File: config.mk
export PLATFORM = sky130hd
export DESIGN_NAME = shared_irq_line_manager_unit
export DESIGN_NICKNAME = d
export VERILOG_FILES = /design/src/rtl/silm_pkg.sv /design/src/rtl/shared_irq_line_manager_unit.sv /design/src/rtl/silm_mod.sv
export SDC_FILE = /design/constraint.sdc
export NUM_CORES = 2
export LEC_CHECK = 0
export BUFFER_PORTS_ARGS = -buffer_cell sky130_fd_sc_hd__buf_2
export CAP_MARGIN = 30
export CORE_MARGIN = 10
export CORE_UTILIZATION = 56
export CTS_BUF_LIST = sky130_fd_sc_hd__clkbuf_8
export CTS_CLUSTER_DIAMETER = 60
export DETAILED_ROUTE_END_ITERATION = 16
export PLACE_DENSITY_LB_ADDON = 0.3
export SLEW_MARGIN = 20
export SYNTH_ARGS = -nofsm -noshare
export SYNTH_HDL_FRONTEND = slang
export SYNTH_SLANG_ARGS = --single-unit
File: constraint.sdc
create_clock -name i_clk -period 11.4 [get_ports i_clk]
set_input_delay 1.71 -clock i_clk [delete_from_list [all_inputs] [get_ports i_clk]]
set_output_delay 1.71 -clock i_clk [all_outputs]
set_load 0.005 [all_outputs]
File: src/rtl/silm_pkg.sv
// Shared types and constants of the shared interrupt line manager.
package silm_pkg;

    localparam int LINES_DEF = 16;
    localparam int SLOTS_DEF = 32;

    localparam int CNT_W  = 32;
    localparam int INTV_W = 31;

    localparam logic [INTV_W-1:0] INTERVAL_START = 31'd100;
    localparam logic [INTV_W-1:0] INTERVAL_LIMIT = 31'd1073741823;

    localparam logic [2:0] REQ_REGISTER = 3'd0;
    localparam logic [2:0] REQ_REMOVE   = 3'd1;
    localparam logic [2:0] REQ_IRQ      = 3'd2;
    localparam logic [2:0] REQ_ENABLE   = 3'd3;
    localparam logic [2:0] REQ_DISABLE  = 3'd4;

    localparam logic [1:0] USE_NONE = 2'd0;
    localparam logic [1:0] USE_ADD  = 2'd1;
    localparam logic [1:0] USE_DROP = 2'd2;

    typedef enum logic [1:0] {
        S_IDLE,
        S_CALC,
        S_MOD,
        S_DONE
    } t_state;

endpackage

File: src/rtl/shared_irq_line_manager_unit.sv
// Top level of the shared interrupt line manager.
//
// Input channel: one request word (req_type, line, slot, done_mask) is taken
// when i_in_valid is high and o_in_stall is low. Output channel: one result
// word per request, held in an output register while i_out_stall is high.
// Per-line state (registered mask, active mask, mask flag, spurious count)
// sits in one synchronous memory; each request is a read, a compute cycle
// and a write-back, in which the result word is loaded into the output
// register. A spurious interrupt whose count is past one and with a
// nonzero interval also runs the bit-serial remainder unit between the
// compute and write-back steps.
// One request is in work at a time; the next is taken as soon as the
// result is loaded into the output register, even if that word still waits.
// A stalled receiver holds the result and, once the next request is computed,
// holds that request in its write-back step until the register frees.
// Reset (synchronous, active low) clears the per-line valid bits so every
// line reads as unused and masked with a zero count, and sets the report
// interval to 100. No clearing pass is needed.
module shared_irq_line_manager_unit #(
    parameter int LINES = silm_pkg::LINES_DEF,
    parameter int SLOTS = silm_pkg::SLOTS_DEF
) (
    input  logic                        i_clk,
    input  logic                        i_rst_n,
    input  logic                        i_in_valid,
    output logic                        o_in_stall,
    input  logic [2:0]                  i_req_type,
    input  logic [3:0]                  i_line,
    input  logic [4:0]                  i_slot,
    input  logic [31:0]                 i_done_mask,
    output logic                        o_out_valid,
    input  logic                        i_out_stall,
    output logic [4:0]                  o_slot_given,
    output logic                        o_status,
    output logic                        o_line_masked,
    output logic [1:0]                  o_use_event,
    output logic                        o_ack,
    output logic                        o_spurious,
    output logic                        o_spurious_report,
    output logic [silm_pkg::CNT_W-1:0]  o_spurious_total,
    output logic                        o_was_enabled
);
    import silm_pkg::*;

    localparam int LW  = (LINES > 1) ? $clog2(LINES) : 1;
    localparam int LXW = (LW > 4) ? LW : 4;
    localparam int SW  = (SLOTS > 1) ? $clog2(SLOTS) : 1;
    localparam int GW  = (SW > 5) ? SW : 5;
    localparam int EW  = 2 * SLOTS + 1 + CNT_W;
    localparam int MSK_B = CNT_W;
    localparam int ACT_B = CNT_W + 1;
    localparam int REG_B = CNT_W + 1 + SLOTS;

    t_state r_state, n_state;

    logic [EW-1:0]      mem [LINES];
    logic [LINES-1:0]   r_vld;
    logic [EW-1:0]      r_rd_data;
    logic               r_rd_vld;

    logic [2:0]         r_req;
    logic [4:0]         r_slot;
    logic [31:0]        r_done;
    logic [LW-1:0]      r_idx;
    logic               r_line_ok;
    logic               r_slot_ok;

    logic [SLOTS-1:0]   r_reg_m, r_act_m;
    logic               r_msk;
    logic [CNT_W-1:0]   r_cnt;
    logic [4:0]         r_given;
    logic               r_status, r_ack, r_spur, r_was, r_need_mod, r_c_one;
    logic [1:0]         r_use;
    logic [INTV_W-1:0]  r_intv;

    logic               r_out_valid;
    logic [4:0]         r_o_given;
    logic               r_o_status, r_o_masked, r_o_ack, r_o_spur, r_o_rep, r_o_was;
    logic [1:0]         r_o_use;
    logic [CNT_W-1:0]   r_o_total;

    logic               in_acc, out_free, load, mem_we, mod_start, mod_done, rep;
    logic [LXW-1:0]     line_x;
    logic [LW-1:0]      in_idx;
    logic [INTV_W-1:0]  mod_rem;

    logic [SLOTS-1:0]   e_reg, e_act, bit_m, free_m, low_m, done_m;
    logic               e_msk;
    logic [CNT_W-1:0]   e_cnt;
    logic [SW-1:0]      low_idx;
    logic [GW-1:0]      given_x;

    logic [SLOTS-1:0]   n_reg_m, n_act_m;
    logic               n_msk;
    logic [CNT_W-1:0]   n_cnt;
    logic [4:0]         n_given;
    logic               n_status, n_ack, n_spur, n_was, n_need_mod, n_c_one;
    logic [1:0]         n_use;

    assign line_x   = LXW'(i_line);
    assign in_idx   = line_x[LW-1:0];
    assign in_acc   = i_in_valid && !o_in_stall;
    assign out_free = !r_out_valid || !i_out_stall;

    // next state
    always_comb begin
        n_state = r_state;
        case (r_state)
            S_IDLE:  if (in_acc) n_state = S_CALC;
            S_CALC:  n_state = n_need_mod ? S_MOD : S_DONE;
            S_MOD:   if (mod_done) n_state = S_DONE;
            S_DONE:  if (out_free) n_state = S_IDLE;
            default: n_state = S_IDLE;
        endcase
    end

    // state outputs
    always_comb begin
        o_in_stall = 1'b1;
        mod_start  = 1'b0;
        load       = 1'b0;
        case (r_state)
            S_IDLE:  o_in_stall = 1'b0;
            S_CALC:  mod_start = n_need_mod;
            S_MOD:   ;
            S_DONE:  load = out_free;
            default: ;
        endcase
    end

    assign mem_we = load && r_line_ok;

    // per-line update
    always_comb begin
        e_reg = r_rd_vld ? r_rd_data[REG_B +: SLOTS] : '0;
        e_act = r_rd_vld ? r_rd_data[ACT_B +: SLOTS] : '0;
        e_msk = r_rd_vld ? r_rd_data[MSK_B] : 1'b1;
        e_cnt = r_rd_vld ? r_rd_data[CNT_W-1:0] : '0;

        bit_m  = r_slot_ok ? (SLOTS'(1) << r_slot) : '0;
        done_m = SLOTS'(r_done);
        free_m = ~e_reg;
        low_m  = free_m & (~free_m + SLOTS'(1));
        low_idx = '0;
        for (int i = 0; i < SLOTS; i++) begin
            if (low_m[i]) low_idx = low_idx | SW'(i);
        end
        given_x = GW'(low_idx);

        n_reg_m    = e_reg;
        n_act_m    = e_act;
        n_msk      = e_msk;
        n_cnt      = e_cnt;
        n_given    = '0;
        n_status   = 1'b0;
        n_use      = USE_NONE;
        n_ack      = 1'b0;
        n_spur     = 1'b0;
        n_was      = 1'b0;
        n_need_mod = 1'b0;
        n_c_one    = 1'b0;

        case (r_req)
            REQ_REGISTER: begin
                if (free_m == '0) begin
                    n_status = 1'b1;
                end else begin
                    n_reg_m = e_reg | low_m;
                    n_given = given_x[4:0];
                    n_act_m = e_act & ~low_m;
                    if (n_act_m == '0) begin
                        n_use = USE_ADD;
                        n_msk = 1'b0;
                    end
                end
            end
            REQ_REMOVE: begin
                if (r_slot_ok) begin
                    n_reg_m = e_reg & ~bit_m;
                    n_act_m = e_act & ~bit_m;
                    if (n_reg_m == '0) begin
                        n_msk = 1'b1;
                        n_use = USE_DROP;
                    end else if (n_act_m == '0) begin
                        n_msk = 1'b0;
                    end
                end
            end
            REQ_IRQ: begin
                n_msk = 1'b1;
                if (e_reg == '0) begin
                    n_cnt      = (e_cnt == '1) ? e_cnt : e_cnt + CNT_W'(1);
                    n_spur     = 1'b1;
                    n_c_one    = (n_cnt == CNT_W'(1));
                    n_need_mod = !n_c_one && (r_intv != '0);
                end else begin
                    n_act_m = (e_act | e_reg) & ~(done_m & e_reg);
                    if (n_act_m == '0) n_msk = 1'b0;
                    n_ack = 1'b1;
                end
            end
            REQ_ENABLE: begin
                if (r_slot_ok) begin
                    n_act_m = e_act & ~bit_m;
                    if (n_act_m == '0) n_msk = 1'b0;
                end
            end
            REQ_DISABLE: begin
                if (r_slot_ok && (e_act & bit_m) == '0) begin
                    n_act_m = e_act | bit_m;
                    n_msk   = 1'b1;
                    n_was   = 1'b1;
                end
            end
            default: ;
        endcase

        if (!r_line_ok) begin
            n_msk      = 1'b1;
            n_cnt      = '0;
            n_given    = '0;
            n_status   = 1'b0;
            n_use      = USE_NONE;
            n_ack      = 1'b0;
            n_spur     = 1'b0;
            n_was      = 1'b0;
            n_need_mod = 1'b0;
            n_c_one    = 1'b0;
        end
    end

    assign rep = r_spur && (r_c_one || (r_need_mod && mod_rem == '0));

    silm_mod u_mod (
        .i_clk      (i_clk),
        .i_rst_n    (i_rst_n),
        .i_start    (mod_start),
        .i_dividend (n_cnt),
        .i_divisor  (r_intv),
        .o_done     (mod_done),
        .o_rem      (mod_rem)
    );

    // line state memory
    always_ff @(posedge i_clk) begin
        if (mem_we) begin
            mem[r_idx] <= {r_reg_m, r_act_m, r_msk, r_cnt};
        end
        if (in_acc) begin
            r_rd_data <= mem[in_idx];
        end
    end

    always_ff @(posedge i_clk) begin
        if (!i_rst_n) begin
            r_state     <= S_IDLE;
            r_vld       <= '0;
            r_intv      <= INTERVAL_START;
            r_out_valid <= 1'b0;
        end else begin
            r_state <= n_state;
            if (mem_we) r_vld[r_idx] <= 1'b1;
            if (load && rep && r_intv < INTERVAL_LIMIT) begin
                r_intv <= {r_intv[INTV_W-2:0], 1'b0};
            end
            if (load) begin
                r_out_valid <= 1'b1;
            end else if (!i_out_stall) begin
                r_out_valid <= 1'b0;
            end
        end
    end

    always_ff @(posedge i_clk) begin
        if (in_acc) begin
            r_req     <= i_req_type;
            r_slot    <= i_slot;
            r_done    <= i_done_mask;
            r_idx     <= in_idx;
            r_line_ok <= {28'd0, i_line} < 32'(LINES);
            r_slot_ok <= {27'd0, i_slot} < 32'(SLOTS);
            r_rd_vld  <= r_vld[in_idx];
        end
        if (r_state == S_CALC) begin
            r_reg_m    <= n_reg_m;
            r_act_m    <= n_act_m;
            r_msk      <= n_msk;
            r_cnt      <= n_cnt;
            r_given    <= n_given;
            r_status   <= n_status;
            r_use      <= n_use;
            r_ack      <= n_ack;
            r_spur     <= n_spur;
            r_was      <= n_was;
            r_need_mod <= n_need_mod;
            r_c_one    <= n_c_one;
        end
        if (load) begin
            r_o_given  <= r_given;
            r_o_status <= r_status;
            r_o_masked <= r_msk;
            r_o_use    <= r_use;
            r_o_ack    <= r_ack;
            r_o_spur   <= r_spur;
            r_o_rep    <= rep;
            r_o_total  <= r_cnt;
            r_o_was    <= r_was;
        end
    end

    assign o_out_valid       = r_out_valid;
    assign o_slot_given      = r_o_given;
    assign o_status          = r_o_status;
    assign o_line_masked     = r_o_masked;
    assign o_use_event       = r_o_use;
    assign o_ack             = r_o_ack;
    assign o_spurious        = r_o_spur;
    assign o_spurious_report = r_o_rep;
    assign o_spurious_total  = r_o_total;
    assign o_was_enabled     = r_o_was;

    a_ack_not_spur: assert property (@(posedge i_clk) disable iff (!i_rst_n)
        o_out_valid && o_ack |-> !o_spurious && !o_status)
        else $error("ack together with spurious or full");

    a_spur_masked: assert property (@(posedge i_clk) disable iff (!i_rst_n)
        o_out_valid && o_spurious |-> o_line_masked)
        else $error("spurious interrupt left line unmasked");

    a_full_no_slot: assert property (@(posedge i_clk) disable iff (!i_rst_n)
        o_out_valid && o_status |-> o_slot_given == 5'd0 && o_use_event == USE_NONE)
        else $error("full line reported a slot or use change");

    a_mod_needed: assert property (@(posedge i_clk) disable iff (!i_rst_n)
        r_state == S_MOD |-> r_need_mod && r_spur)
        else $error("remainder wait without spurious interrupt");

endmodule

File: src/rtl/silm_mod.sv
// Bit-serial remainder unit: one restoring step per cycle over the dividend bits.
module silm_mod (
    input  logic                         i_clk,
    input  logic                         i_rst_n,
    input  logic                         i_start,
    input  logic [silm_pkg::CNT_W-1:0]   i_dividend,
    input  logic [silm_pkg::INTV_W-1:0]  i_divisor,
    output logic                         o_done,
    output logic [silm_pkg::INTV_W-1:0]  o_rem
);
    import silm_pkg::*;

    localparam int CW = $clog2(CNT_W);

    logic              r_busy;
    logic              r_done;
    logic [CW-1:0]     r_cnt;
    logic [CNT_W-1:0]  r_dvd;
    logic [INTV_W-1:0] r_dvs;
    logic [INTV_W-1:0] r_rem;

    logic [CNT_W-1:0]  rem_sh;
    logic [CNT_W:0]    diff;

    assign rem_sh = {r_rem, r_dvd[CNT_W-1]};
    assign diff   = {1'b0, rem_sh} - {{(CNT_W-INTV_W+1){1'b0}}, r_dvs};

    always_ff @(posedge i_clk) begin
        if (!i_rst_n) begin
            r_busy <= 1'b0;
            r_done <= 1'b0;
        end else begin
            r_done <= 1'b0;
            if (i_start) begin
                r_busy <= 1'b1;
            end else if (r_busy && r_cnt == CW'(CNT_W - 1)) begin
                r_busy <= 1'b0;
                r_done <= 1'b1;
            end
        end
    end

    always_ff @(posedge i_clk) begin
        if (i_start) begin
            r_dvd <= i_dividend;
            r_dvs <= i_divisor;
            r_rem <= '0;
            r_cnt <= '0;
        end else if (r_busy) begin
            r_dvd <= {r_dvd[CNT_W-2:0], 1'b0};
            r_cnt <= r_cnt + CW'(1);
            if (!diff[CNT_W]) begin
                r_rem <= diff[INTV_W-1:0];
            end else begin
                r_rem <= rem_sh[INTV_W-1:0];
            end
        end
    end

    assign o_done = r_done;
    assign o_rem  = r_rem;

    a_start_idle: assert property (@(posedge i_clk) disable iff (!i_rst_n)
        i_start |-> !r_busy)
        else $error("remainder unit started while busy");

    a_done_after_busy: assert property (@(posedge i_clk) disable iff (!i_rst_n)
        o_done |-> $past(r_busy))
        else $error("done without a running division");

    a_rem_bound: assert property (@(posedge i_clk) disable iff (!i_rst_n)
        o_done |-> r_rem < r_dvs)
        else $error("remainder not below divisor");

endmodule
After elaboration in Yosys (flattened, before gate mapping) --
Memories as Yosys holds them, arrays and structs flattened. A register that Yosys moved wholly into a read port is not among the register bits. Index checks and enable logic that the tools add are counted.
Word-level totals: register bits 351, bits in writable memories 1552, input bits 48, logic and storage cells 248, memories 1
Operators by class: add/sub/neg operators 4, magnitude comparators 4, equal/unequal tests 17, shifts and indexed selects 1, muxes and demuxes 143, bitwise logic cells 16, reductions and logical operators 26
Memories:
- mem | words 16, width 97, read ports 1, clocked after memory_dff 1, write ports 1, RTL line shared_irq_line_manager_unit.sv:56 | logic [EW-1:0] mem [LINES];
Operators with widths (number):
- 32-bit 2-to-1 mux | 21
- 32-bit bitwise AND | 7
- 32-bit logical NOT | 7
- 31-bit 2-to-1 mux | 7
- 32-bit NOT | 5
- 32-bit one-hot mux with 5 select lines | 1
- 5-bit 2-to-1 mux | 20
- 32-bit bitwise OR | 3
- 32-bit by 1-bit adder with 32-bit output (second input constant) | 2
- 32-bit one-hot mux with 2 select lines | 1
- 1-bit 2-to-1 mux | 59
- 32-bit by 31-bit subtractor with 33-bit output | 1
- 32-bit by 1-bit == test with 1-bit output (second input constant) | 1
- 32-bit == test (second input constant) | 1
- 16-bit 2-to-1 mux | 2
- 4-bit 2-to-1 mux | 8
- 1-bit by 5-bit left shift with 32-bit output (first input constant) | 1
- 31-bit logical NOT | 1
- 31-bit by 30-bit less-than comparator with 1-bit output (second input constant) | 1
- 31-bit nonzero test | 1
- 2-bit 2-to-1 mux | 15
- 16-bit bitwise OR | 1
- 3-bit 2-to-1 mux | 4
- 4-bit by 5-bit less-than comparator with 1-bit output (second input constant) | 2
- other kinds (24) | 39

Longest topological paths before layout --
word-level depth 38, depth in mapped cells 24, mapped depth without buffers 13

Cells and area by module --
A second synthesis with hierarchy kept.
Second synthesis, totals: cells, all modules 4214, area total of the unflattened synthesis 80473.4 um2
By module, submodules not included:
- shared_irq_line_manager_unit | instances 1, cells each 3694, area each 74846.8 um2
- silm_mod | instances 1, cells each 520, area each 5626.6 um2

Worst setup path after synthesis --
Ideal clock, no wire load.
path kind in2reg, from input i_out_stall, to memory mem[8][0] in the netlist's numbering, enable pin, arrival 9.763 ns, path slack 0.964 ns, cell stages on the path 5, path through nand2_1 > nand2_1 > inv_1 > nand3b_1 > nor3_1
On the way: word-level cells in the longest chain between the ends 5
Ends and longest elaborated chain:
- start: declaration | RTL line shared_irq_line_manager_unit.sv:32 | input logic i_out_stall,
- 1-bit logical NOT
- 1-bit logical OR | RTL line shared_irq_line_manager_unit.sv:103 | assign out_free = !r_out_valid || !i_out_stall;
- 1-bit 2-to-1 mux | RTL line shared_irq_line_manager_unit.sv:122 | case (r_state)
- net load | RTL line shared_irq_line_manager_unit.sv:82 | logic in_acc, out_free, load, mem_we, mod_start, mod_done, rep;
- 1-bit 2-to-1 mux | RTL line shared_irq_line_manager_unit.sv:246 | if (mem_we) begin
- 1-bit 2-to-1 mux (not written as such) | RTL line shared_irq_line_manager_unit.sv:247 | mem[r_idx] <= {r_reg_m, r_act_m, r_msk, r_cnt};
- end: declaration | RTL line shared_irq_line_manager_unit.sv:56
The timed path passes the listed nets, and every way through them passes these cells.

Worst setup path after layout --
from register r_rd_vld, to register u_mod.r_dvd[4], enable pin
On the way: word-level cells in the longest chain between the ends 11, elaborated cells between the ends (all ways) 14, those cells by class 1 x add/sub; 2 x eq/ne; 7 x mux; 4 x reduce/logical
Ends and longest elaborated chain:
- start: declaration | RTL line shared_irq_line_manager_unit.sv:59 | logic r_rd_vld;
- start signal: assignment | RTL line shared_irq_line_manager_unit.sv:282 | r_rd_vld <= r_vld[in_idx];
- 32-bit 2-to-1 mux | RTL line shared_irq_line_manager_unit.sv:138 | e_cnt = r_rd_vld ? r_rd_data[CNT_W-1:0] : '0;
- 32-bit by 1-bit adder with 32-bit output or 32-bit == test (tied branches) | RTL line shared_irq_line_manager_unit.sv:192 | n_cnt = (e_cnt == '1) ? e_cnt : e_cnt + CNT_W'(1);
- 32-bit 2-to-1 mux | RTL line shared_irq_line_manager_unit.sv:192
- 32-bit by 1-bit == test with 1-bit output | RTL line shared_irq_line_manager_unit.sv:194 | n_c_one = (n_cnt == CNT_W'(1));
- 1-bit logical NOT | RTL line shared_irq_line_manager_unit.sv:195 | n_need_mod = !n_c_one && (r_intv != '0);
- 1-bit logical AND | RTL line shared_irq_line_manager_unit.sv:195
- 1-bit 2-to-1 mux (*) | RTL line shared_irq_line_manager_unit.sv:191 | if (e_reg == '0) begin
- 1-bit 2-to-1 mux (*) (2 in a row) | RTL line shared_irq_line_manager_unit.sv:163 | case (r_req)
- net n_need_mod | RTL line shared_irq_line_manager_unit.sv:97 | logic n_status, n_ack, n_spur, n_was, n_need_mod, n_c_one;
- 1-bit 2-to-1 mux (*) | RTL line shared_irq_line_manager_unit.sv:122
- 2-bit nonzero test (no source line) (*)
- end signal: assignment | RTL line silm_mod.sv:45 | r_dvd <= i_dividend;
- end signal: assignment | RTL line silm_mod.sv:50 | r_dvd <= {r_dvd[CNT_W-2:0], 1'b0};
- end: declaration | RTL line silm_mod.sv:18 | logic [CNT_W-1:0] r_dvd;
The timed path passes the listed nets; every way through them passes the cells marked *. The select of a mux whose other input is x is not followed. A chain may end at the register's enable or synchronous reset.

==> impl_metrics.py <==
metrics = {
    "power_and_ir_drop": {
        "totalPowerFinal_w": 0.0179,
        "power_frac_comb_pct": 12.3,
        "p_switching_w": 0.00507,
        "p_int_w": 0.0128,
        "switching_share_pct": 28.3,
        "power_leakage_nw": 28.9,
        "powerDensity_nw_per_um2": 201,
        "pwr-share-clk_pct": 31.4,
        "vdd_ir_drop_max_uv": 152,
        "p_seq_share_pct": 56.3,
    },
    "synthesis": {
        "synth_edf_count": 1910,
        "synth_fp_nets": 4312,
        "synth_top_flop_cell": "edfxtp_1",
        "ys_ff_latch": 1996,
        "synth_area_sq_um": 80400,
        "ys_seq_area_share_pct": 73.5,
        "async_reset_ff_share_pct": 0,
        "ys_types": 81,
        "ys_warn_count": 0,
        "avgSynthCellArea_sq_um": 19.0,
        "syn_inst": 4226,
    },
    "clocking": {
        "cts_tree": "done",
        "clockBufferDepth": 4,
        "cts_num_sinks": 1996,
        "ctsHoldBuffers": 0,
        "clock_latency_ns": 0.98,
        "cts-resized-gates": 0,
        "htreeDepth": 5,
        "path_clk_slew_ns": 0.06,
        "post_cts_buffers": 0,
        "clock-root-buffer": "clkbuf_8",
        "cts_buffers": 326,
    },
    "sta": {
        "rsz0062_at_grt": "false",
        "fin_ws_ns": 5.45,
        "hold_viol_final": 0,
        "worst_slew_pin_slew_ns": 1.04,
        "min_period_ns": 5.95,
        "fin_setup_tns_ns": 0,
        "fmax_mhz": 168,
        "skew_ns": 0.0685,
        "slew_violations": 0,
        "setup_viol": 0,
        "relSlewSlack_pct": 30.5,
        "timing.final.crit_share_pct": 52.2,
    },
    "floorplan": {
        "num_io_pins": 95,
        "die_x_um": 399,
        "rows": 138,
        "coreArea_sq_um": 142000,
        "start_util_pct": 56.6,
        "die-area_sq_um": 159000,
        "die_h_um": 399,
    },
    "worst_setup_path": {
        "startpoint_type": "flop",
        "r2r_start": "r_rd_vld",
        "path_max_fanout": 75,
        "critical-path-top-cell-by-count": "buf_4",
        "required_ns": 11.98,
        "worstPathCellList": "buf_4 > inv_2 > nor4_1 > and4_1 > o311ai_0 > o41ai_1 > a2111oi_0 > and4_1 > a211oi_2 > and2_4 > buf_4 > or2_1 > buf_4",
        "critPathSlowestCell": "buf_4",
        "crit_path_end_kind": "flop",
        "criticalPathCategory": "reg2reg",
        "worstPathArrival_ns": 6.53,
        "timing.critical_path.from": "r_rd_vld",
        "max_stage_delay_ns": 0.77,
    },
    "route": {
        "routedWlPerCell_um": 31.6,
        "ant_nets": 0,
        "drt_wl_total_um": 210000,
        "num_vias": 43376,
        "dr.pass1.iters": 6,
        "first_iter_violations": 5474,
        "vias_per_cell": 6.54,
        "drc": 0,
    },
    "cells_and_area": {
        "nFillCells": 9780,
        "syn_to_final_growth_pct": 11.0,
        "drive_above_1_share_pct": 24.0,
        "final_area_sq_um": 89200,
        "final_common_cell": "edfxtp_1",
        "mostFrequentLayoutCells": "edfxtp_1 (1910), mux4_2 (490), clkbuf_8 (336)",
        "nets": 4597,
    },
    "grt": {
        "grt_pass1_vias": 43176,
        "grt_overflow": 0,
        "grt_pass1_wl_um": 305000,
        "grt_max_degree": 142,
        "antenna_found_initial": 7,
        "grtUsageTotal_pct": 26.3,
    },
    "min_path": {
        "holdCritStartpoint": "r_ack",
        "hp-class": "reg2reg",
    },
    "place": {
        "placed_cell_area_sq_um": 83300,
        "place_ws_ns": 5.43,
        "dp_hpwl_um": 122000,
        "gp_congestion": 1.03,
        "port_buffers": 94,
    },
    "outcome": {
        "outcome": "complete, no violations",
    },
    "run": {
        "cap_violations": 0,
    },
}
-- per-stage QoR --
stage | cells | hold WS [ns] | utilization (%)
2_1_floorplan | 4226 | 0.400 | -
3_3_place_gp | 6063 | 0.401 | 58.6
4_1_cts | 6625 | 0.422 | 62.7
6_report | 6635 | 0.420 | 62.8
3_5_place_dp | 6067 | 0.415 | 58.6
5_1_grt | 6633 | 0.426 | 62.8
-- Yosys cell counts, types with 36 or more instances --
cell	n	area [sq um]
inv_1	69	259
nand3_1	68	340
mux4_2	490	11000
nand2_1	230	863
clkbuf_1	171	642
dfxtp_1	86	1720
o21ai_0	102	510
nor2b_1	36	225
buf_1	43	161
mux2i_1	63	631
o211ai_1	47	353
ha_1	37	463
nor4_1	41	257
nor3_1	45	225
a21oi_1	89	445
edfxtp_1	1910	57400
nor2_1	170	638
-- kinds of logic after synthesis --
kind of cell / Yosys count / share of synthesized area, %
AOI/OAI and AO/OA: 490 / 4.08
xor gates and xnor gates: 62 / 0.675
adders and majority gates: 38 / 0.601
buffers and inverters: 298 / 1.45
DFF: 1996 / 73.5
muxes: 587 / 15.1
and+or+nand+nor: 755 / 4.60
-- final timing paths --
kind	endpoint	slack, ns	cells after the start
worst min-delay path	o_ack	0.42	0
worst max-delay path	u_mod.r_dvd[4]	5.45	13
worst min register to register	o_ack	0.42	0
worst max register to register	u_mod.r_dvd[4]	5.45	13
-- critical path: cells and delay by family, from the launching register on --
kind | cells | cell delay [ns]
buf+inv | 4 | 2.22
compound gates | 4 | 0.79
simple gates | 5 | 2.22
flops | 1 | 0.32
-- per-layer routing --
layer / up-vias / GRT usage (%) / share of wire (%)
met3: 465 / 5.40 / 8.6
li1: 17999 / - / -
met2: 2411 / 41.0 / 48
met5: - / 0 / 0
met1: 22501 / 37.3 / 40
met4: 0 / 9.08 / 3.5
-- flip-flops by register name (all words and copies together) (netlist names), 2 cells and up --
register	count
done_m	32
mem	1552
o_slot_given	5
o_spurious_total	32
o_use_event	2
r_act_m	32
r_cnt	32
r_given	5
r_idx	4
r_intv	29
r_rd_data	97
r_reg_m	32
r_req	3
r_slot	5
r_state	2
r_use	2
r_vld	16
u_mod.o_rem	31
u_mod.r_cnt	5
u_mod.r_dvd	32
u_mod.r_dvs	29
-- cell type report --
class | count | area [sq um] | share of cell area, %
antenna | 4 | 10.0 | 0.0112
clock buffer | 336 | 4620 | 5.18
clock inverter | 222 | 1140 | 1.28
inverter | 72 | 272 | 0.304
multi-input combinational | 1932 | 20300 | 22.8
sequential | 1996 | 59100 | 66.2
tap | 1890 | 2360 | 2.65
timing repair buffer | 183 | 1430 | 1.60
-- power by group through the flow --
stage / combinational [W] / clock [W] / sequential, W
global route: 0.00236 / 0.00606 / 0.0101
finish: 0.00220 / 0.00562 / 0.0101
floorplan: 0.00152 / 0 / 0.00971
detailed placement: 0.00217 / 0 / 0.0102
global placement: 0.00216 / 0 / 0.0101
CTS: 0.00217 / 0.00573 / 0.0100
No activity file was read; power rests on OpenSTA's default activity.
